==> src/rtl/core/aabb_pkg.sv <==
`timescale 1ns / 1ps
`default_nettype none

package aabb_pkg;

    localparam int COORD_WIDTH      = 32;
    localparam int MATRIX_FRAC_BITS = 12;
    localparam int ENTRY_WIDTH      = 16;
    localparam int COL_WIDTH        = 3 * ENTRY_WIDTH;
    localparam int TR_WIDTH         = 32;
    localparam int CFG_DATA_WIDTH   = COL_WIDTH;
    localparam int CFG_INDEX_WIDTH  = 3;

    // Box word: min x,y,z then max x,y,z, padded to whole bytes.
    localparam int BOX_WIDTH   = 6 * COORD_WIDTH;
    localparam int TDATA_WIDTH = ((BOX_WIDTH + 7) / 8) * 8;

    // Exact widths of the products and of the three-term row sums.
    localparam int PROD_WIDTH = COORD_WIDTH + ENTRY_WIDTH + 1;
    localparam int SUM_WIDTH  = PROD_WIDTH + 2;
    localparam int ACC_WIDTH  = SUM_WIDTH + 2;

    typedef enum logic [CFG_INDEX_WIDTH-1:0] {
        CFG_MATRIX_COL0 = 3'd0,
        CFG_MATRIX_COL1 = 3'd1,
        CFG_MATRIX_COL2 = 3'd2,
        CFG_TRANSLATE_X = 3'd3,
        CFG_TRANSLATE_Y = 3'd4,
        CFG_TRANSLATE_Z = 3'd5
    } cfg_index_t;

    typedef logic [COORD_WIDTH-1:0] coord_t;
    typedef coord_t [2:0]           vec_t;
    typedef logic [ACC_WIDTH-1:0]   acc_t;
    typedef acc_t [2:0]             acc_vec_t;

    // Matrix entries are indexed [row][column]; am holds their magnitudes.
    typedef struct packed {
        logic [2:0][2:0][ENTRY_WIDTH-1:0] m;
        logic [2:0][2:0][ENTRY_WIDTH:0]   am;
        logic [2:0][TR_WIDTH-1:0]         tr;
    } cfg_t;

endpackage

`default_nettype wire

==> src/rtl/core/aabb_out.sv <==
`timescale 1ns / 1ps
`default_nettype none

module aabb_out (
    input  wire logic                            clk,
    input  wire logic                            rst_n,
    input  wire logic                            in_valid,
    output logic                                 in_ready,
    input  wire aabb_pkg::acc_vec_t              new_center,
    input  wire aabb_pkg::acc_vec_t              new_extent,
    output logic                                 out_valid,
    input  wire logic                            out_ready,
    output logic [aabb_pkg::BOX_WIDTH-1:0]       out_box
);
    import aabb_pkg::*;

    localparam acc_t SAT_MAX = ACC_WIDTH'({1'b0, {(COORD_WIDTH-1){1'b1}}});
    localparam acc_t SAT_MIN = ~SAT_MAX;

    logic                 valid_reg;
    logic [BOX_WIDTH-1:0] box_reg;
    logic [BOX_WIDTH-1:0] box_next;

    function automatic coord_t saturate(input acc_t v);
        coord_t res;
        if ($signed(v) > $signed(SAT_MAX))
            res = SAT_MAX[COORD_WIDTH-1:0];
        else if ($signed(v) < $signed(SAT_MIN))
            res = SAT_MIN[COORD_WIDTH-1:0];
        else
            res = v[COORD_WIDTH-1:0];
        return res;
    endfunction

    assign in_ready  = !valid_reg || out_ready;
    assign out_valid = valid_reg;
    assign out_box   = box_reg;

    always_comb
    begin
        for (int k = 0; k < 3; k++)
        begin
            box_next[k*COORD_WIDTH +: COORD_WIDTH] =
                saturate(new_center[k] - new_extent[k]);
            box_next[(k+3)*COORD_WIDTH +: COORD_WIDTH] =
                saturate(new_center[k] + new_extent[k]);
        end
    end

    always_ff @(posedge clk or negedge rst_n)
    begin
        if (!rst_n)
            valid_reg <= 1'b0;
        else if (in_ready)
            valid_reg <= in_valid;
    end

    always_ff @(posedge clk)
    begin
        if (in_ready && in_valid)
            box_reg <= box_next;
    end

endmodule

`default_nettype wire

==> config.mk <==
export PLATFORM = sky130hd
export DESIGN_NAME = aabb_out
export DESIGN_NICKNAME = d
export VERILOG_FILES = /design/src/rtl/core/aabb_pkg.sv /design/src/rtl/core/aabb_out.sv
export SDC_FILE = /design/constraint.sdc
export NUM_CORES = 1
export LEC_CHECK = 0
export BUFFER_PORTS_ARGS = -buffer_cell sky130_fd_sc_hd__buf_2
export CORE_MARGIN = 2
export CORE_UTILIZATION = 35
export DETAILED_ROUTE_END_ITERATION = 10
export GPL_TIMING_DRIVEN = 0
export HOLD_SLACK_MARGIN = 0.08
export PLACE_DENSITY = 0.6
export SLEW_MARGIN = 20
export SYNTH_ARGS = -nofsm -noshare
export SYNTH_HDL_FRONTEND = slang
export SYNTH_SLANG_ARGS = --single-unit
==> constraint.sdc <==
create_clock -name clk -period 5.25 [get_ports clk]
set_clock_uncertainty 0.1 [all_clocks]
set_input_delay 0.7875 -clock clk [delete_from_list [all_inputs] [get_ports clk]]
set_output_delay 0.7875 -clock clk [all_outputs]
set_load 0.005 [all_outputs]
# Yosys cells after proc, flatten, opt, wreduce, memory -nomap -nowiden
# Cells that the tools add are included.
# word_totals
regBits	193
latch_bits	0
mem_bits_rw	0
mem_bits_ro	0
in_bits	322
out_inout_bits	194
wordCells	34
mem_count	0
# op_classes
addsub	6
multipliers	0
div	0
magnitude_cmp	12
eq_ne	0
shift	0
muxes	6
bitwise	0
n_reduce_logical	3
# ops
op	count
53-bit by 32-bit > comparator with 1-bit output (second input constant)	6
53-bit by 32-bit < comparator with 1-bit output (second input constant)	6
32-bit 2-to-1 mux	6
53-bit adder	3
53-bit subtractor	3
1-bit logical AND	1
1-bit zero test	1
1-bit logical OR	1

# Longest topological paths before layout
# depth
word_depth	3
mapped_depth	17
mapped_depth_nobuf	16

# Worst setup path before layout
# No wires, ideal clock.
# synth_path
path_kind	in2reg
from	in out_ready
to	reg box_reg[0] (netlist: out_box[0]), enable pin
setup_ps	576
t_arrival_ps	5337
t_required_ps	4574
path_slack_ps	-763
cell_stages	2
path_buffers	0
path_cell_list	nand2b_1 and2_1
# synth_between
elab_chain_len	2
# synth_lines
element	line_no	rtl
start: declaration	aabb_out.sv:12	input wire logic out_ready,
1-bit logical OR	aabb_out.sv:35	assign in_ready = !valid_reg || out_ready;
1-bit logical AND	aabb_out.sv:60	if (in_ready && in_valid)
end signal: assignment	aabb_out.sv:61	box_reg <= box_next;
end: declaration	aabb_out.sv:21	logic [BOX_WIDTH-1:0] box_reg;
# No other way between the ends.
# A chain may end at the register's enable or synchronous reset.

# Worst setup path in the final report
# layout_path
from	in new_center[53] (netlist bit)
to	reg box_reg[60] (netlist: out_box[60]) (data pin)
# layout_between
elab_chain_len	3
elab_cells_between_ends	4
cone_classes	add/sub: 1; order compare: 2; mux: 1
# layout_lines
element	line_no	rtl
start: declaration	aabb_out.sv:9	input wire aabb_pkg::acc_vec_t new_center,
53-bit subtractor (*)	aabb_out.sv:44	saturate(new_center[k] - new_extent[k]);
53-bit by 32-bit < comparator with 1-bit output	aabb_out.sv:28	else if ($signed(v) < $signed(SAT_MIN))
32-bit 2-to-1 mux	aabb_out.sv:28	
# Mark *: on every way between the ends. The rest lies on a longest branch, timed or not.

==> impl_summary.log <==
INFO  metric dpl_worst_slack = -1.765 ns
INFO  metric top_level_port_count = 516
INFO  metric core.rowCount = 102
INFO  metric cts_htree_levels = 4
INFO  metric synth.avg_cell_area = 7.694 µm²
INFO  metric worst_slew_margin = 25.38%
INFO  metric worstHoldPathCells = 2
INFO  metric routed_wl = 110100 µm
INFO  metric holdWs = 0.3859 ns
INFO  metric floorplan.die_area = 80690 µm²
INFO  metric hold_path_class = in2reg
INFO  metric placed_cell_area = 31440 µm²
INFO  metric layout-area-overhead-vs-synth = 19.57%
INFO  metric antenna_found_initial = 15
INFO  metric initial_core_util = 35.38%
INFO  metric postSynthRegisterBits = 193
INFO  metric layout_common_cells = sky130_fd_sc_hd__buf_2, sky130_fd_sc_hd__a21oi_1, sky130_fd_sc_hd__inv_1
INFO  metric final_hold_viol_count = 0
INFO  metric worst_setup_path_category = in2reg
INFO  metric worst_setup_path_end_kind = flop
INFO  metric rrSetupSlack = 3.02 ns
INFO  metric mappedNetlistNets = 4208
INFO  metric core_region_area = 77590 µm²
INFO  metric mostFrequentLayoutCell = sky130_fd_sc_hd__buf_2
INFO  metric number_of_clock_sinks_seen_by_cts = 193
INFO  metric global_route_wire_length_before_repair = 165100 µm
INFO  metric mapped_cells = 3568
INFO  metric routed_via_density = 5.704
INFO  metric design.final.nets = 4764
INFO  metric final-setup-viol-count = 0
INFO  metric insertion_delay = 0.51 ns
INFO  metric fp.dieW = 284.1 µm
INFO  metric drt_pass_1_iters = 7
INFO  metric dominant_synthesized_flop_cell = sky130_fd_sc_hd__edfxtp_1
INFO  metric power_density_of_the_placed_cells = 231.1 nW/µm²
INFO  metric synth.area.mux_share = 0.1139%
INFO  metric dr_total_vias = 29570
INFO  metric maxCapViolations = 0
INFO  metric critical_path.most_common_cell = sky130_fd_sc_hd__inv_1
INFO  metric cts_buffers = 17
INFO  metric worstRegToRegCells = 4
INFO  metric place.port_buffers = 515
INFO  metric seq_area_frac_synth = 21.09%
INFO  metric hp-start = in_valid
INFO  metric post_synth_instance_area = 27450 µm²
INFO  metric first_iter_violations = 2420
INFO  metric area_fraction_in_and_or_nand_and_nor_cells_after_synthesis = 18.30%
INFO  metric via_count_of_the_first_global_routing_pass = 27920
INFO  metric synth_top_family_by_area = compound AO/OA/AOI/OAI gates
INFO  metric total_leakage_power = 13.90 nW
INFO  metric clk_root_buffer_cell = sky130_fd_sc_hd__clkbuf_16
INFO  metric post-route-worst-setup-slack = 0.1029 ns
INFO  metric cp_data_required_time = 5.40 ns
INFO  metric synthXorXnorAreaFrac = 9.380%
INFO  metric layout_worst_path_cycle_share = 98.04%
INFO  metric timing.critical_path.slowest_cell_delay = 0.56 ns
INFO  metric vdd_drop_max = 0.2421 mV
INFO  metric gr-usage-all-layers = 26.01%
INFO  metric drtAntennaViolNets = 0
INFO  metric post_synth_num_cell_types = 105
INFO  metric die-height = 284.1 µm
INFO  metric fmax = 0.1943 GHz
INFO  metric regToRegStartpoint = out_valid$_DFFE_PN0N_
INFO  metric grt_remaining_overflow = 0
INFO  metric synth-edff-count = 192
INFO  metric grt_start_max_net_pins = 54
INFO  metric slowest_stage = sky130_fd_sc_hd__or4_1
INFO  metric setup.worst_path.start_class = primary input
INFO  metric path_clk_slew = 0.08 ns
INFO  metric rr_endpoint = out_box[125]$_SDFFCE_PN1P_
INFO  metric synth_warnings = 0
INFO  metric dp.final_hpwl = 91540 µm
INFO  metric drc = 0
INFO  metric cts_buffer_depth = 2
INFO  metric synth_compound_area_share = 28.75%
INFO  metric path_cells = buf_2 -> inv_1 -> ha_1 -> inv_1 -> fa_1 -> a211oi_2 -> nor4_2 -> a311oi_4 -> o21bai_2 -> o31a_1 -> o31ai_2 -> xnor2_1 -> nor4_1 -> nand3_1 -> or4_1 -> o41ai_4 -> buf_4 -> clkbuf_4 -> o21ai_1
INFO  metric outcome = completed
INFO  metric hold_path_end = out_valid$_DFFE_PN0N_
INFO  metric worstPathMaxFanout = 10
INFO  metric worstPathArrival = 5.30 ns
INFO  metric synth-async-reset-ratio = 0.5181%
INFO  metric post_route_cells_drive_above_1_share = 19.41%
INFO  metric wire_per_inst = 21.24 µm
INFO  metric finish.instance_area = 32820 µm²
INFO  metric worstMarginPinSlew = 1.109 ns
INFO  metric layout_min_cycle_time = 5.147 ns
INFO  metric cts_tree = done
INFO  metric synth_fa_ha_area_share = 14.66%
INFO  metric place.gp.congestion = 0.9862
INFO  metric slew_viol_final = 0
through the flow:
stage | util [%] | TNS (ns) | std cells | total power [mW]
6_report | 42.30 | 0 | 5184 | 7.585
5_1_grt | 42.29 | -0.2360 | 5179 | 8.039
4_1_cts | 41.78 | 0 | 5172 | 7.504
3_5_place_dp | 40.52 | -193.19 | 5127 | 5.920
3_3_place_gp | 40.38 | -236.19 | 5123 | 5.928
2_1_floorplan | - | 0 | 3568 | 4.587
synth_stat cells (68+ instances only):
| library cell | n | area (µm²) |
|---|---|---|
| sky130_fd_sc_hd__a21o_1 | 87 | 653.1 |
| sky130_fd_sc_hd__a21oi_1 | 397 | 1987 |
| sky130_fd_sc_hd__clkbuf_1 | 104 | 390.4 |
| sky130_fd_sc_hd__edfxtp_1 | 192 | 5766 |
| sky130_fd_sc_hd__ha_1 | 312 | 3904 |
| sky130_fd_sc_hd__inv_1 | 331 | 1242 |
| sky130_fd_sc_hd__nand2_1 | 195 | 732.0 |
| sky130_fd_sc_hd__nand3_1 | 69 | 345.3 |
| sky130_fd_sc_hd__nand4_1 | 83 | 519.3 |
| sky130_fd_sc_hd__nor2_1 | 262 | 983.4 |
| sky130_fd_sc_hd__nor3_1 | 89 | 445.4 |
| sky130_fd_sc_hd__nor4_1 | 84 | 525.5 |
| sky130_fd_sc_hd__o21ai_0 | 224 | 1121 |
| sky130_fd_sc_hd__o21ai_1 | 68 | 340.3 |
| sky130_fd_sc_hd__o31ai_1 | 79 | 593.1 |
| sky130_fd_sc_hd__xnor2_1 | 248 | 2172 |
cell families (layout without fill, tap and decap cells):
group                      Yosys count  in the layout
DFF                                193            193
AOI/OAI and AO/OA                 1242           1242
and+or+nand+nor                    994            994
other                                0              7
buffers and inverters              524           1093
xor gates and xnor gates           294            294
adders and majority gates          318            318
muxes                                3              3
power breakdown:
group / switching [mW] / internal [mW]
combinational: 2.56 / 1.47
sequential: 0.0659 / 2.02
clock: 0.777 / 0.698
layout make-up:
type | count | area, µm²
clock inverter | 15 | 202.7
sequential | 193 | 5791
buffer | 179 | 872.1
multi-input combinational | 2851 | 20090
tap | 1040 | 1301
inverter | 337 | 1266
fill | 8203 | 44770
antenna | 7 | 17.52
timing repair buffer | 545 | 2863
clock buffer | 17 | 425.4
what timing repair did:
item | in CTS | in global routing
gates resized for setup | 52 | 96
endpoints found under the setup margin | 170 | 185
buffers inserted | 13 | 12
endpoints found under the hold margin | 1 | 0
hold buffers | 1 | 0
pin swaps | 6 | 10
layer usage:
layer / up-vias / share of wire [%] / GRT usage [%]
met4: 18 / 3.4 / 9.632
met3: 160 / 6.5 / 3.949
met1: 14100 / 44 / 34.63
met2: 1113 / 46 / 42.48
met5: - / 0.098 / 0
li1: 14180 / - / -
flip-flops by register name, indices dropped and copies added (netlist names):
| signal | cells |
|---|---|
| out_valid | 1 |
| out_box | 192 |
critical path: cells and delay by family:
family                     cells  cell delay (ns)
AOI/OAI and AO/OA              7             1.81
buffers and inverters          5             0.71
xor gates and xnor gates       1             0.14
and+or+nand+nor                4             1.23
adders and majority gates      2             0.61
worst max path at each step:
stage / depth (start not counted) / start / end / slack [ns]
floorplan: 15 / new_center[106] / out_box[163]$_SDFFCE_PN1P_ / 0.31
global route: 20 / new_center[53] / out_box[53]$_SDFFCE_PN1P_ / -0.03
global placement: 17 / new_extent[4] / out_box[106]$_SDFFCE_PN1P_ / -2.52
detailed placement: 17 / new_extent[71] / out_box[36]$_SDFFCE_PN1P_ / -1.77
finish: 19 / new_center[53] / out_box[60]$_SDFFCE_PN1P_ / 0.10
CTS: 18 / new_center[106] / out_box[88]$_SDFFCE_PN1P_ / 0.007
Note: power is estimated with default switching activity, not from simulation.
