`src/rtl/core/aabb_pkg.sv`:
```
`timescale 1ns / 1ps
`default_nettype none

package aabb_pkg;

    localparam int COORD_WIDTH      = 32;
    localparam int MATRIX_FRAC_BITS = 12;
    localparam int ENTRY_WIDTH      = 16;
    localparam int COL_WIDTH        = 3 * ENTRY_WIDTH;
    localparam int TR_WIDTH         = 32;
    localparam int CFG_DATA_WIDTH   = COL_WIDTH;
    localparam int CFG_INDEX_WIDTH  = 3;

    // Box word: min x,y,z then max x,y,z, padded to whole bytes.
    localparam int BOX_WIDTH   = 6 * COORD_WIDTH;
    localparam int TDATA_WIDTH = ((BOX_WIDTH + 7) / 8) * 8;

    // Exact widths of the products and of the three-term row sums.
    localparam int PROD_WIDTH = COORD_WIDTH + ENTRY_WIDTH + 1;
    localparam int SUM_WIDTH  = PROD_WIDTH + 2;
    localparam int ACC_WIDTH  = SUM_WIDTH + 2;

    typedef enum logic [CFG_INDEX_WIDTH-1:0] {
        CFG_MATRIX_COL0 = 3'd0,
        CFG_MATRIX_COL1 = 3'd1,
        CFG_MATRIX_COL2 = 3'd2,
        CFG_TRANSLATE_X = 3'd3,
        CFG_TRANSLATE_Y = 3'd4,
        CFG_TRANSLATE_Z = 3'd5
    } cfg_index_t;

    typedef logic [COORD_WIDTH-1:0] coord_t;
    typedef coord_t [2:0]           vec_t;
    typedef logic [ACC_WIDTH-1:0]   acc_t;
    typedef acc_t [2:0]             acc_vec_t;

    // Matrix entries are indexed [row][column]; am holds their magnitudes.
    typedef struct packed {
        logic [2:0][2:0][ENTRY_WIDTH-1:0] m;
        logic [2:0][2:0][ENTRY_WIDTH:0]   am;
        logic [2:0][TR_WIDTH-1:0]         tr;
    } cfg_t;

endpackage

`default_nettype wire

```
`src/rtl/core/aabb_cfg_regs.sv`:
```
`timescale 1ns / 1ps
`default_nettype none

module aabb_cfg_regs (
    input  wire logic                                 clk,
    input  wire logic                                 rst_n,
    input  wire logic                                 cfg_write,
    input  wire logic [aabb_pkg::CFG_INDEX_WIDTH-1:0] cfg_index,
    input  wire logic [aabb_pkg::CFG_DATA_WIDTH-1:0]  cfg_data,
    output aabb_pkg::cfg_t                            cfg
);
    import aabb_pkg::*;

    logic [2:0][COL_WIDTH-1:0] col_reg;
    logic [2:0][TR_WIDTH-1:0]  tr_reg;

    always_ff @(posedge clk or negedge rst_n)
    begin
        if (!rst_n)
        begin
            // Identity matrix and zero translation.
            for (int k = 0; k < 3; k++)
            begin
                col_reg[k] <= COL_WIDTH'(1) << (MATRIX_FRAC_BITS + ENTRY_WIDTH * k);
                tr_reg[k]  <= '0;
            end
        end
        else if (cfg_write)
        begin
            case (cfg_index)
                CFG_MATRIX_COL0: col_reg[0] <= cfg_data[COL_WIDTH-1:0];
                CFG_MATRIX_COL1: col_reg[1] <= cfg_data[COL_WIDTH-1:0];
                CFG_MATRIX_COL2: col_reg[2] <= cfg_data[COL_WIDTH-1:0];
                CFG_TRANSLATE_X: tr_reg[0]  <= cfg_data[TR_WIDTH-1:0];
                CFG_TRANSLATE_Y: tr_reg[1]  <= cfg_data[TR_WIDTH-1:0];
                CFG_TRANSLATE_Z: tr_reg[2]  <= cfg_data[TR_WIDTH-1:0];
                default:
                begin
                end
            endcase
        end
    end

    // The magnitude is one bit wider so that the most negative entry stays exact.
    always_comb
    begin
        for (int r = 0; r < 3; r++)
        begin
            for (int c = 0; c < 3; c++)
            begin
                cfg.m[r][c] = col_reg[c][ENTRY_WIDTH*r +: ENTRY_WIDTH];
                if (cfg.m[r][c][ENTRY_WIDTH-1])
                    cfg.am[r][c] = (ENTRY_WIDTH+1)'(0) - {1'b1, cfg.m[r][c]};
                else
                    cfg.am[r][c] = {1'b0, cfg.m[r][c]};
            end
        end
        cfg.tr = tr_reg;
    end

endmodule

`default_nettype wire

```
`config.mk`:
```
export PLATFORM = sky130hd
export DESIGN_NAME = aabb_cfg_regs
export DESIGN_NICKNAME = d
export VERILOG_FILES = /design/src/rtl/core/aabb_pkg.sv /design/src/rtl/core/aabb_cfg_regs.sv
export SDC_FILE = /design/constraint.sdc
export NUM_CORES = 1
export LEC_CHECK = 0
export BUFFER_PORTS_ARGS = -buffer_cell sky130_fd_sc_hd__buf_4
export CAP_MARGIN = 0
export CORE_AREA = 2 2 172 174
export CTS_BUF_LIST = sky130_fd_sc_hd__clkbuf_8
export CTS_CLUSTER_DIAMETER = 80
export DETAILED_ROUTE_END_ITERATION = 8
export DIE_AREA = 0 0 174 176
export GPL_TIMING_DRIVEN = 0
export PLACE_DENSITY = 0.8
export SLEW_MARGIN = 15
export SYNTH_ARGS = -nofsm -noshare
export SYNTH_HDL_FRONTEND = slang
export SYNTH_SLANG_ARGS = --single-unit
```
`constraint.sdc`:
```
create_clock -name clk -period 2 [get_ports clk]
set_input_delay 0.2 -clock clk [delete_from_list [all_inputs] [get_ports clk]]
set_output_delay 0.2 -clock clk [all_outputs]
set_load 0.02 [all_outputs]
```
Yosys cells after proc, flatten, opt, wreduce, memory -nomap -nowiden
Cells that the tools add are included.
- flip-flop bits (word level): 240
- input port bits: 54
- RAM bits: 0
- bits in latches: 0
- ROM bits: 0
- memories: 0
- output and inout port bits: 393
- reductions and logical operators: 7
- multipliers: 0
- $lt $le $gt $ge: 0
- divide/modulo/power cells: 0
- shift operators: 0
- multiplexer cells: 9
- bitwise logic cells: 0
- add/subtract/negate cells: 9
- equal/unequal tests: 5
- operators by type and width (cell ; count):
    $mux W17 ; 9
    $sub A1 B17 Y17 const A ; 9
    $reduce_and A2 Y1 ; 6
    $eq A3 B2 Y1 const B ; 2
    $eq A3 B3 Y1 const B ; 2
    $eq A3 B1 Y1 const B ; 1
    $logic_not A3 Y1 ; 1

Longest topological paths before layout
Gate-level depths: netlist of the first run.
- depth in word-level cells: 2
- gate-level depth with buffers: 7
- mapped depth without buffers: 6

Worst setup path before layout of the first run
Ideal clock, no wire load.
- path type: register -> output
- from: register col_reg (netlist bit cfg[290])
- to: output port cfg[145] (netlist name)
- path buffers: 0
- arrival: 2.120 ns
- stages on the path, launching flop included: 4
- setup slack: -0.320 ns
- cell sequence: dfrtp_1 -> or4_4 -> or4_4 -> nor4_1
- RTL lines (element ; RTL line ; RTL):
    start, declared ; aabb_cfg_regs.sv:14 ; logic [2:0][COL_WIDTH-1:0] col_reg;
    start signal, assigned by index ; aabb_cfg_regs.sv:24 ; col_reg[k] <= COL_WIDTH'(1) << (MATRIX_FRAC_BITS + ENTRY_WIDTH * k);
    end, declared ; aabb_cfg_regs.sv:10 ; output aabb_pkg::cfg_t cfg

==> summary.md, run 1 <==
| Metric | Value |
|---|---|
| Critical Path End Type | output pin |
| Area grow syn2layout | 76.7% |
| PnR Total Power | 25.9 mW |
| Synth Area per Inst | 12.2 sq um |
| First-pass iteration count of the detailed router | 5 |
| Residual DRC count | 0 |
| Fin crit share | 144% |
| Final count of negative-setup-slack endpoints | 109 |
| Total CTS buffers | 41 |
| DR vias | 11900 |
| Largest net degree at the start of global routing | 108 |
| Antenna-violating nets left | 0 |
| Max FFs per register | 240 |
| Fin crit period | 2.89 ns |
| Initial antenna violation count | 2 |
| Final Hold Violating Endpoints | 0 |
| Violated checks | setup timing |
| Die height | 176 um |
| Starting Density | 40.8% |
| Final setup TNS | -38.46 ns |
| Synth warn | 0 |
| DRT iter0 DRCs | 933 |
| Core Rows | 62 |
| Routed wire length per instance | 26.9 um |
| Largest family of logic cells by synthesized area | multiplexers |
| Max Cap Violations | 0 |
| Slew Limit Fails | 0 |
| Synth Area in Compound Gates | 7.10% |
| Pwr dens | 1260 nW/um^2 |
| First-pass GRT wire length | 72.9 mm |
| Crit path arrival time | 2.69 ns |
| Critical Setup Path Class | reg2out |
| Clk Latency, worst-skew pair | 0.53 ns |
| Worst EP required | 1.80 ns |
| CTS Sinks | 240 |
| Count of different cell masters after synthesis | 40 |
| Synthesized cell area | 11700 sq um |
| I/O pin count | 447 |
| Final worst clock skew | 0 ns |
| GR Util All Layers | 31.0% |
| Die area | 30600 sq um |
| Leak | 9.20 nW |
| Post-Synth Adder-Cell Area | 0.966% |
| H-tree depth | 2 |
| Vias in the first global route | 11900 |
| Flop2flop setup slack | 0.77 ns |
| Placer Congestion | 0.852 |
| Final Hold Slack | 0.169 ns |
| CP Launch Type | flop |
| Post-synthesis sequential area ratio | 51.5% |
| Layout cells sized above 1 | 73.5% |
| CTS Root Cell | clkbuf_8 |
| Mux share of post-synthesis cell area | 20.4% |
| Post-synthesis sequential element count | 240 |
| Hold WC Path Type | in2async |
| Largest buffer count on any clock path | 3 |
| Total Wirelength | 55.9 mm |
| Synth Area in XOR/XNOR | 8.79% |
| CTS clk-pin slew, worst paths | 0.06 ns |
| Core Region | 28500 sq um |
| CTS tree | done |
| Die Width | 174 um |
| Unrepaired setup endpoints after global routing | yes |
| Setup ws final | -0.888 ns |
| GRT overflow | 0 |
| Dpl hpwl | 30.4 mm |
| Simple-gate share of the synthesized area | 7.68% |
| Status | complete, but fails checks |
| Max VDD drop | 1050 uV |
| Mapped Cells | 956 |
| Setup WS pre-CTS | -0.402 ns |
| Net count, final | 1727 |
| DR vias/cell | 5.70 |
| Slew HR | 32.1% |
| Least-Margin Pin Slew | 1.01 ns |
| Port Buffers | 437 |
| CP Max Fanout | 2 |
| Fmax | 0.346 GHz |
-- final cells by class --
class	instances	area (sq um)
clock buffers	53	729
diodes	2	5.00
multi-input cells	640	7340
inverters	29	109
flip-flops and latches	240	6100
fillers	1660	7950
well taps	384	480
clock inverters	20	87.6
repair buffers	657	5370
plain buffers	55	377
-- timing repair --
item | in CTS | in global routing
pin swaps | 91 | 103
endpoints found under the setup margin | 120 | 117
hold buffers | 49 | 0
gates resized for setup | 336 | 166
setup buffers | 106 | 66
endpoints found under the hold margin | 475 | 0
-- report_power, final --
part / switching, mW / total (mW) / internal (mW)
registers: 1.57 / 7.57 / 5.99
clock network: 2.10 / 4.48 / 2.38
logic: 7.56 / 13.9 / 6.34
-- worst paths after layout --
path | start | end | cells past startpoint
max | cfg[265] | cfg[121] | 8
min | rst_n | cfg[371] | 2
max reg2reg | cfg[315] | cfg[315] | 4
min reg2reg | cfg[82] | cfg[82] | 1
max in group asynchronous | rst_n | cfg[302] | 3
min in group clk | cfg_index[0] | cfg[63] | 3
-- cell usage after synthesis --
library cell | n | area share, %
dfrtp_1 | 237 | 51
mux2_2 | 211 | 20
xnor2_1 | 107 | 8.0
nand2_1 | 74 | 2.4
o21ai_0 | 64 | 2.7
inv_1 | 29 | 0.93
o31ai_1 | 29 | 1.9
buf_4 | 20 | 1.3
clkbuf_1 | 17 | 0.55
buf_2 | 16 | 0.69
o41ai_1 | 15 | 1.1
nand2b_1 | 14 | 0.75
nor4_1 | 14 | 0.75
or4_4 | 14 | 1.4
nor2_1 | 13 | 0.42
nor3_1 | 12 | 0.52
xor2_1 | 10 | 0.75
ha_1 | 9 | 0.97
nand3_1 | 8 | 0.34
a21oi_1 | 7 | 0.30
o21ai_2 | 6 | 0.45
dfstp_2 | 3 | 0.68
nor2b_1 | 3 | 0.16
a31oi_1 | 2 | 0.11
and3b_1 | 2 | 0.15
buf_1 | 2 | 0.064
nand4b_1 | 2 | 0.15
o31ai_2 | 2 | 0.21
or3_1 | 2 | 0.11
or3_4 | 2 | 0.19
a21boi_0 | 1 | 0.064
conb_1 | 1 | 0.032
nand3b_1 | 1 | 0.064
nand4_1 | 1 | 0.054
nor3_2 | 1 | 0.086
nor3b_1 | 1 | 0.064
o21ai_1 | 1 | 0.043
o31ai_4 | 1 | 0.18
or3b_1 | 1 | 0.075
or4_1 | 1 | 0.064
-- through the flow --
stage / cell area (sq um) / cells / util [%]
after floorplan: 12000 / 964 / -
after global placement: 15700 / 1785 / 55.0
after detailed placement: 15800 / 1787 / 55.3
after CTS: 19300 / 2015 / 67.6
after global routing: 20600 / 2079 / 72.2
final: 20600 / 2080 / 72.2
-- worst max-delay path, stage by stage, from the launching register on --
cell and delay, ns:
dfrtp_2 0.42, inv_2 0.09, ha_4 0.14, or3b_4 0.41
or4_4 0.47, buf_6 0.15, o21ai_4 0.17, xnor2_2 0.15
buf_6 0.15
-- routing by layer --
metal  GRT usage (%)  routed length [um]  up-vias
met5               0                   0        -
met1            35.1               19600     5950
met3            7.19                4590      254
met4            14.4                3590        0
li1                -                   -     4802
met2            55.6               28100      851
-- cells in the final DEF (no fill, tap or decap), types with 9 or more instances in the layout --
| cell type | instances |
|---|---|
| buf_4 | 559 |
| mux2_2 | 211 |
| dfrtp_1 | 163 |
| dfrtp_2 | 74 |
| buf_6 | 67 |
| xnor2_1 | 66 |
| clkbuf_8 | 59 |
| dlygate4sd3_1 | 49 |
| nand2_1 | 45 |
| xnor2_2 | 40 |
| o21ai_0 | 37 |
| inv_1 | 28 |
| o31ai_4 | 26 |
| o21ai_4 | 18 |
| inv_2 | 16 |
| buf_2 | 16 |
| or4_4 | 15 |
| o41ai_4 | 15 |
| nor4_4 | 14 |
| nand2_4 | 14 |
| o21ai_2 | 13 |
| nand2b_1 | 12 |
| xor2_1 | 10 |
| nand2_2 | 10 |
| nor3_4 | 9 |
| ha_4 | 9 |
| conb_1 | 9 |
-- kinds of logic (layout without fill, tap and decap cells) --
family / Yosys count / after routing
other: 1 / 11
multiplexers: 211 / 211
AO/OA/AOI/OAI: 128 / 128
flip-flops: 240 / 240
XOR/XNOR: 117 / 117
buffers and inverters: 84 / 814
adder cells (fa/ha/maj): 9 / 9
AND/OR/NAND/NOR: 166 / 166
Power figures use the tool's default switching activity.
==> run 2: changes to the inputs <==
--- a/config.mk
+++ b/config.mk
@@ -13,7 +13,7 @@
 export DETAILED_ROUTE_END_ITERATION = 8
 export DIE_AREA = 0 0 174 176
 export GPL_TIMING_DRIVEN = 0
-export PLACE_DENSITY = 0.8
+export PLACE_DENSITY = 0.72
 export SLEW_MARGIN = 15
 export SYNTH_ARGS = -nofsm -noshare
 export SYNTH_HDL_FRONTEND = slang
==> summary.md, run 2 (synthesis results as in run 1) <==
| Metric | Value |
|---|---|
| Residual DRC count | 0 |
| Starting Density | 40.8% |
| CTS Sinks | 240 |
| CTS clk-pin slew, worst paths | 0.06 ns |
| Crit path arrival time | 2.64 ns |
| Critical Path End Type | output pin |
| Slew HR | 41.0% |
| DR vias | 11200 |
| Worst EP required | 1.80 ns |
| Met2 Usage GRT | 51.8% |
| Final worst clock skew | 0 ns |
| Routed wire length per instance | 23.9 um |
| Max Cap Violations | 0 |
| Violated checks | setup timing |
| Largest net degree at the start of global routing | 108 |
| Switch share | 42.3% |
| Clk Latency, worst-skew pair | 0.54 ns |
| Final setup TNS | -36.99 ns |
| Core Rows | 62 |
| Area grow syn2layout | 76.6% |
| Die Width | 174 um |
| CP Max Fanout | 2 |
| Flop pwr share | 29.5% |
| Internal Power | 14.7 mW |
| H-tree depth | 2 |
| Die height | 176 um |
| Dpl hpwl | 30.3 mm |
| Port Buffers | 437 |
| Final Hold Slack | 0.141 ns |
| Max VDD drop | 781 uV |
| Pwr dens | 1240 nW/um^2 |
| Slew Limit Fails | 0 |
| P_sw | 10.8 mW |
| Final Hold Violating Endpoints | 0 |
| Net count, final | 1730 |
| Max FFs per register | 240 |
| Storage element area | 6110 sq um |
| Initial antenna violation count | 0 |
| DR vias/cell | 5.38 |
| Largest buffer count on any clock path | 3 |
| DRT iter0 DRCs | 672 |
| Antenna-violating nets left | 0 |
| Clock network fraction of total power | 17.6% |
| CTS tree | done |
| Met1 global-route usage | 34.2% |
| Die area | 30600 sq um |
| Status | complete, but fails checks |
| GR Util All Layers | 29.1% |
| Critical Setup Path Class | reg2out |
| Logic pwr share | 53.0% |
| Setup ws final | -0.843 ns |
| I/O pin count | 447 |
| Fmax | 0.352 GHz |
| Fin crit share | 142% |
| Leak | 9.19 nW |
| Final count of negative-setup-slack endpoints | 103 |
| First-pass iteration count of the detailed router | 5 |
| Hold WC Path Type | in2async |
| Commonest non-fill, non-tap cell in the layout | buf_4 |
| Top Usage Layer GRT | met2 |
| Core Region | 28500 sq um |
| Diode count | 0 |
| Placer Congestion | 0.855 |
| Unrepaired setup endpoints after global routing | yes |
| Fin crit period | 2.84 ns |
| Footprint of the multi-input gates | 7270 sq um |
| Layout cells sized above 1 | 73.8% |
| Least-Margin Pin Slew | 0.879 ns |
| Commonest cells after routing, fill and taps aside | buf_4, mux2_2, dfrtp_1, dfrtp_2, buf_6 |
| Fillers | 1804 |
| First-pass GRT wire length | 68.7 mm |
| Met3 GRT Util | 6.42% |
| Total CTS buffers | 42 |
| Total Wirelength | 49.8 mm |
| CP Launch Type | flop |
| GRT overflow | 0 |
| CTS Root Cell | clkbuf_8 |
| Vias in the first global route | 11400 |
## run 2: repair_timing
| action | CTS | global route |
|---|---|---|
| hold buffers | 49 | 0 |
| pin swaps | 91 | 113 |
| setup endpoints to repair | 124 | 120 |
| resized for setup | 372 | 141 |
| buffers inserted | 112 | 68 |
| gates cloned | 0 | 0 |
| hold endpoints to repair | 476 | 0 |
## run 2: worst paths after layout
path	start	endpoint	slack, ns	cells past startpoint
setup / recovery	cfg[265]	cfg[127]	-0.84	7
hold / removal	rst_n	cfg[371]	0.14	2
setup reg to reg	cfg[264]	cfg[264]	0.84	2
hold reg to reg	cfg[86]	cfg[86]	0.51	1
max in group asynchronous	rst_n	cfg[264]	0.98	3
min in group clk	cfg_index[0]	cfg[32]	0.19	3
## run 2: layout make-up
cell class / instances / area share (%)
Inverter: 29 / 0.553
Buffer: 55 / 1.85
Tap cell: 384 / 2.33
Multi-Input combinational cell: 640 / 35.3
Clock inverter: 22 / 0.480
Timing Repair Buffer: 659 / 26.3
Clock buffer: 53 / 3.54
Sequential cell: 240 / 29.7
## run 2: through the flow
stage / std cells / power [mW] / area (sq um) / worst slack (ns) / util [%]
2_1_floorplan: 964 / 12.8 / 12000 / -0.137 / -
3_3_place_gp: 1785 / 17.5 / 15700 / -1.40 / 55.0
3_5_place_dp: 1787 / 17.6 / 15800 / -0.381 / 55.3
4_1_cts: 2023 / 24.2 / 19500 / -0.837 / 68.2
5_1_grt: 2082 / 26.4 / 20600 / -0.891 / 72.1
6_report: 2082 / 25.5 / 20600 / -0.843 / 72.1
## run 2: power groups by stage
| stage | combinational [mW] | clock (mW) | sequential, mW |
|---|---|---|---|
| detailed placement | 10.2 | 0 | 7.41 |
| floorplan | 4.46 | 0 | 8.37 |
| CTS | 12.2 | 4.52 | 7.39 |
| global placement | 10.1 | 0 | 7.37 |
| global route | 14.0 | 4.75 | 7.64 |
| finish | 13.5 | 4.48 | 7.52 |
## run 2: routing by layer
metal | routed length [um] | vias to the layer above | part of all wire, %
met2 | 26000 | 578 | 52
met5 | 0 | - | 0
met3 | 3560 | 133 | 7.1
met4 | 1930 | 0 | 3.9
li1 | - | 4789 | -
met1 | 18300 | 5704 | 37
## run 2: critical path, stage by stage (launching register included)
cell	delay (ns)
dfrtp_2	0.42
inv_2	0.08
ha_4	0.13
or3b_4	0.41
or4_4	0.47
o31ai_4	0.24
xnor2_2	0.16
buf_4	0.18
==> run 3: changes to the inputs <==
--- a/config.mk
+++ b/config.mk
@@ -7,13 +7,13 @@
 export LEC_CHECK = 0
 export BUFFER_PORTS_ARGS = -buffer_cell sky130_fd_sc_hd__buf_4
 export CAP_MARGIN = 0
-export CORE_AREA = 2 2 172 174
+export CORE_AREA = 5 5 170 172
 export CTS_BUF_LIST = sky130_fd_sc_hd__clkbuf_8
 export CTS_CLUSTER_DIAMETER = 80
 export DETAILED_ROUTE_END_ITERATION = 8
-export DIE_AREA = 0 0 174 176
+export DIE_AREA = 0 0 175 177
 export GPL_TIMING_DRIVEN = 0
-export PLACE_DENSITY = 0.72
+export PLACE_DENSITY = 0.76
 export SLEW_MARGIN = 15
 export SYNTH_ARGS = -nofsm -noshare
 export SYNTH_HDL_FRONTEND = slang
==> summary.md, run 3 (synthesis results as in run 1) <==
| Metric | Value |
|---|---|
| Status | complete, but fails checks |
| Violated checks | setup timing |
| I/O pin count | 447 |
| Setup ws final | -0.794 ns |
| Total Wirelength | 52.8 mm |
| Core Region | 27300 sq um |
| Total CTS buffers | 41 |
| Dpl hpwl | 31.5 mm |
| Setup WS pre-CTS | -0.346 ns |
| Fin crit period | 2.79 ns |
| Die area | 31000 sq um |
| Footprint of the multi-input gates | 7220 sq um |
| Final worst clock skew | 0 ns |
| Post-Layout Cell Count | 2025 |
| Residual DRC count | 0 |
| Commonest non-fill, non-tap cell in the layout | buf_4 |
| Fillers | 1580 |
| Unrepaired setup endpoints after global routing | yes |
| CP Max Fanout | 4 |
| Largest buffer count on any clock path | 3 |
| Critical Path End Type | output pin |
| Storage element area | 6100 sq um |
| # placed instances | 1749 |
| Area grow syn2layout | 74.4% |
| Clk Latency, worst-skew pair | 0.53 ns |
| Die Width | 175 um |
| Post-layout util | 74.4% |
| CTS clk-pin slew, worst paths | 0.06 ns |
| Fmax | 0.358 GHz |
| GR Util All Layers | 30.0% |
| Antenna-violating nets left | 0 |
| Starting Density | 42.7% |
| Final count of negative-setup-slack endpoints | 103 |
| DRT iter0 DRCs | 863 |
| Reg-to-Reg Start | cfg[315] |
| Vias in the first global route | 11900 |
| Layout cells sized above 1 | 72.6% |
| Critical Setup Path Class | reg2out |
| First-pass iteration count of the detailed router | 5 |
| DR vias | 11400 |
| Final setup TNS | -37.04 ns |
| Slew Limit Fails | 0 |
| Pwr dens | 1270 nW/um^2 |
| Routed wire length per instance | 26.1 um |
| Net count, final | 1711 |
| Initial antenna violation count | 1 |
| Port Buffers | 437 |
| Final Hold Violating Endpoints | 0 |
| Die height | 177 um |
| Fin crit share | 140% |
| Leak | 9.13 nW |
| GRT overflow | 0 |
| Hold WC Path Type | in2async |
| Max VDD drop | 800 uV |
| Crit path arrival time | 2.59 ns |
| Slew HR | 48.0% |
| R2R cell count | 3 |
| CTS Root Cell | clkbuf_8 |
| Flop2flop setup slack | 0.90 ns |
| First-pass GRT wire length | 72.5 mm |
| CTS Sinks | 240 |
| Max Cap Violations | 0 |
| CP Launch Type | flop |
| Commonest cells after routing, fill and taps aside | buf_4, mux2_2, dfrtp_1, buf_6, dfrtp_2 |
| Core Rows | 61 |
| H-tree depth | 2 |
| Max FFs per register | 240 |
| Worst EP required | 1.80 ns |
| DR vias/cell | 5.64 |
| Placer Congestion | 0.887 |
| Reg-to-Reg End | cfg[315] |
| Largest net degree at the start of global routing | 106 |
| Least-Margin Pin Slew | 0.773 ns |
| CTS tree | done |
-- run 3: cell type report --
| cell class | instances | share of cell area [%] |
|---|---|---|
| multi-input cells | 640 | 35.5 |
| flip-flops and latches | 240 | 30.0 |
| repair buffers | 641 | 25.9 |
| clock buffers | 49 | 3.32 |
| well taps | 346 | 2.13 |
| plain buffers | 55 | 1.78 |
| clock inverters | 24 | 0.769 |
| inverters | 29 | 0.548 |
| diodes | 1 | 0.0123 |
-- run 3: worst max-delay path by stage --
stage	from	to	slack [ns]	cells past startpoint
floorplan	cfg[265]	cfg[127]	-0.14	6
detailed placement	cfg[333]	cfg[191]	-0.35	5
global placement	rst_n	cfg[259]	-1.39	1
finish	cfg[266]	cfg[127]	-0.79	7
global route	cfg[266]	cfg[127]	-0.88	7
CTS	cfg[266]	cfg[127]	-0.82	7
-- run 3: power breakdown --
part / switching [mW] / total, mW / internal, mW
Sequential: 1.59 / 7.58 / 5.99
Combinational: 7.30 / 13.5 / 6.25
Clock: 2.12 / 4.61 / 2.49
-- run 3: metrics by stage --
step	hold slack, ns	power (mW)	cell area (sq um)
after floorplan	-0.0956	12.8	12000
after global placement	0.436	17.5	15700
after detailed placement	0.0980	17.7	15700
after CTS	0.122	24.2	19300
after global routing	0.140	26.7	20300
final	0.143	25.7	20300
-- run 3: metal layers --
metal | share of wire [%] | routed length, um | vias up | track usage (%)
met5 | 0 | 0 | - | 0
li1 | - | - | 4753 | -
met3 | 8.7 | 4570 | 181 | 8.65
met2 | 51 | 26900 | 706 | 53.0
met4 | 5.0 | 2640 | 0 | 13.6
met1 | 36 | 18800 | 5771 | 33.9
-- run 3: critical path: stages (launching register included) --
cell and delay, ns:
dfrtp_2 0.43, inv_2 0.09, ha_4 0.13, or3b_4 0.39, or4_4 0.47, o31ai_4 0.22, xnor2_2 0.16, buf_4 0.17
-- run 3: what timing repair did --
action / in CTS / in global routing
gates resized for setup: 320 / 169
hold buffers: 49 / 0
endpoints found under the hold margin: 473 / 0
pin swaps: 85 / 106
buffers inserted: 118 / 40
setup endpoints to repair: 125 / 119
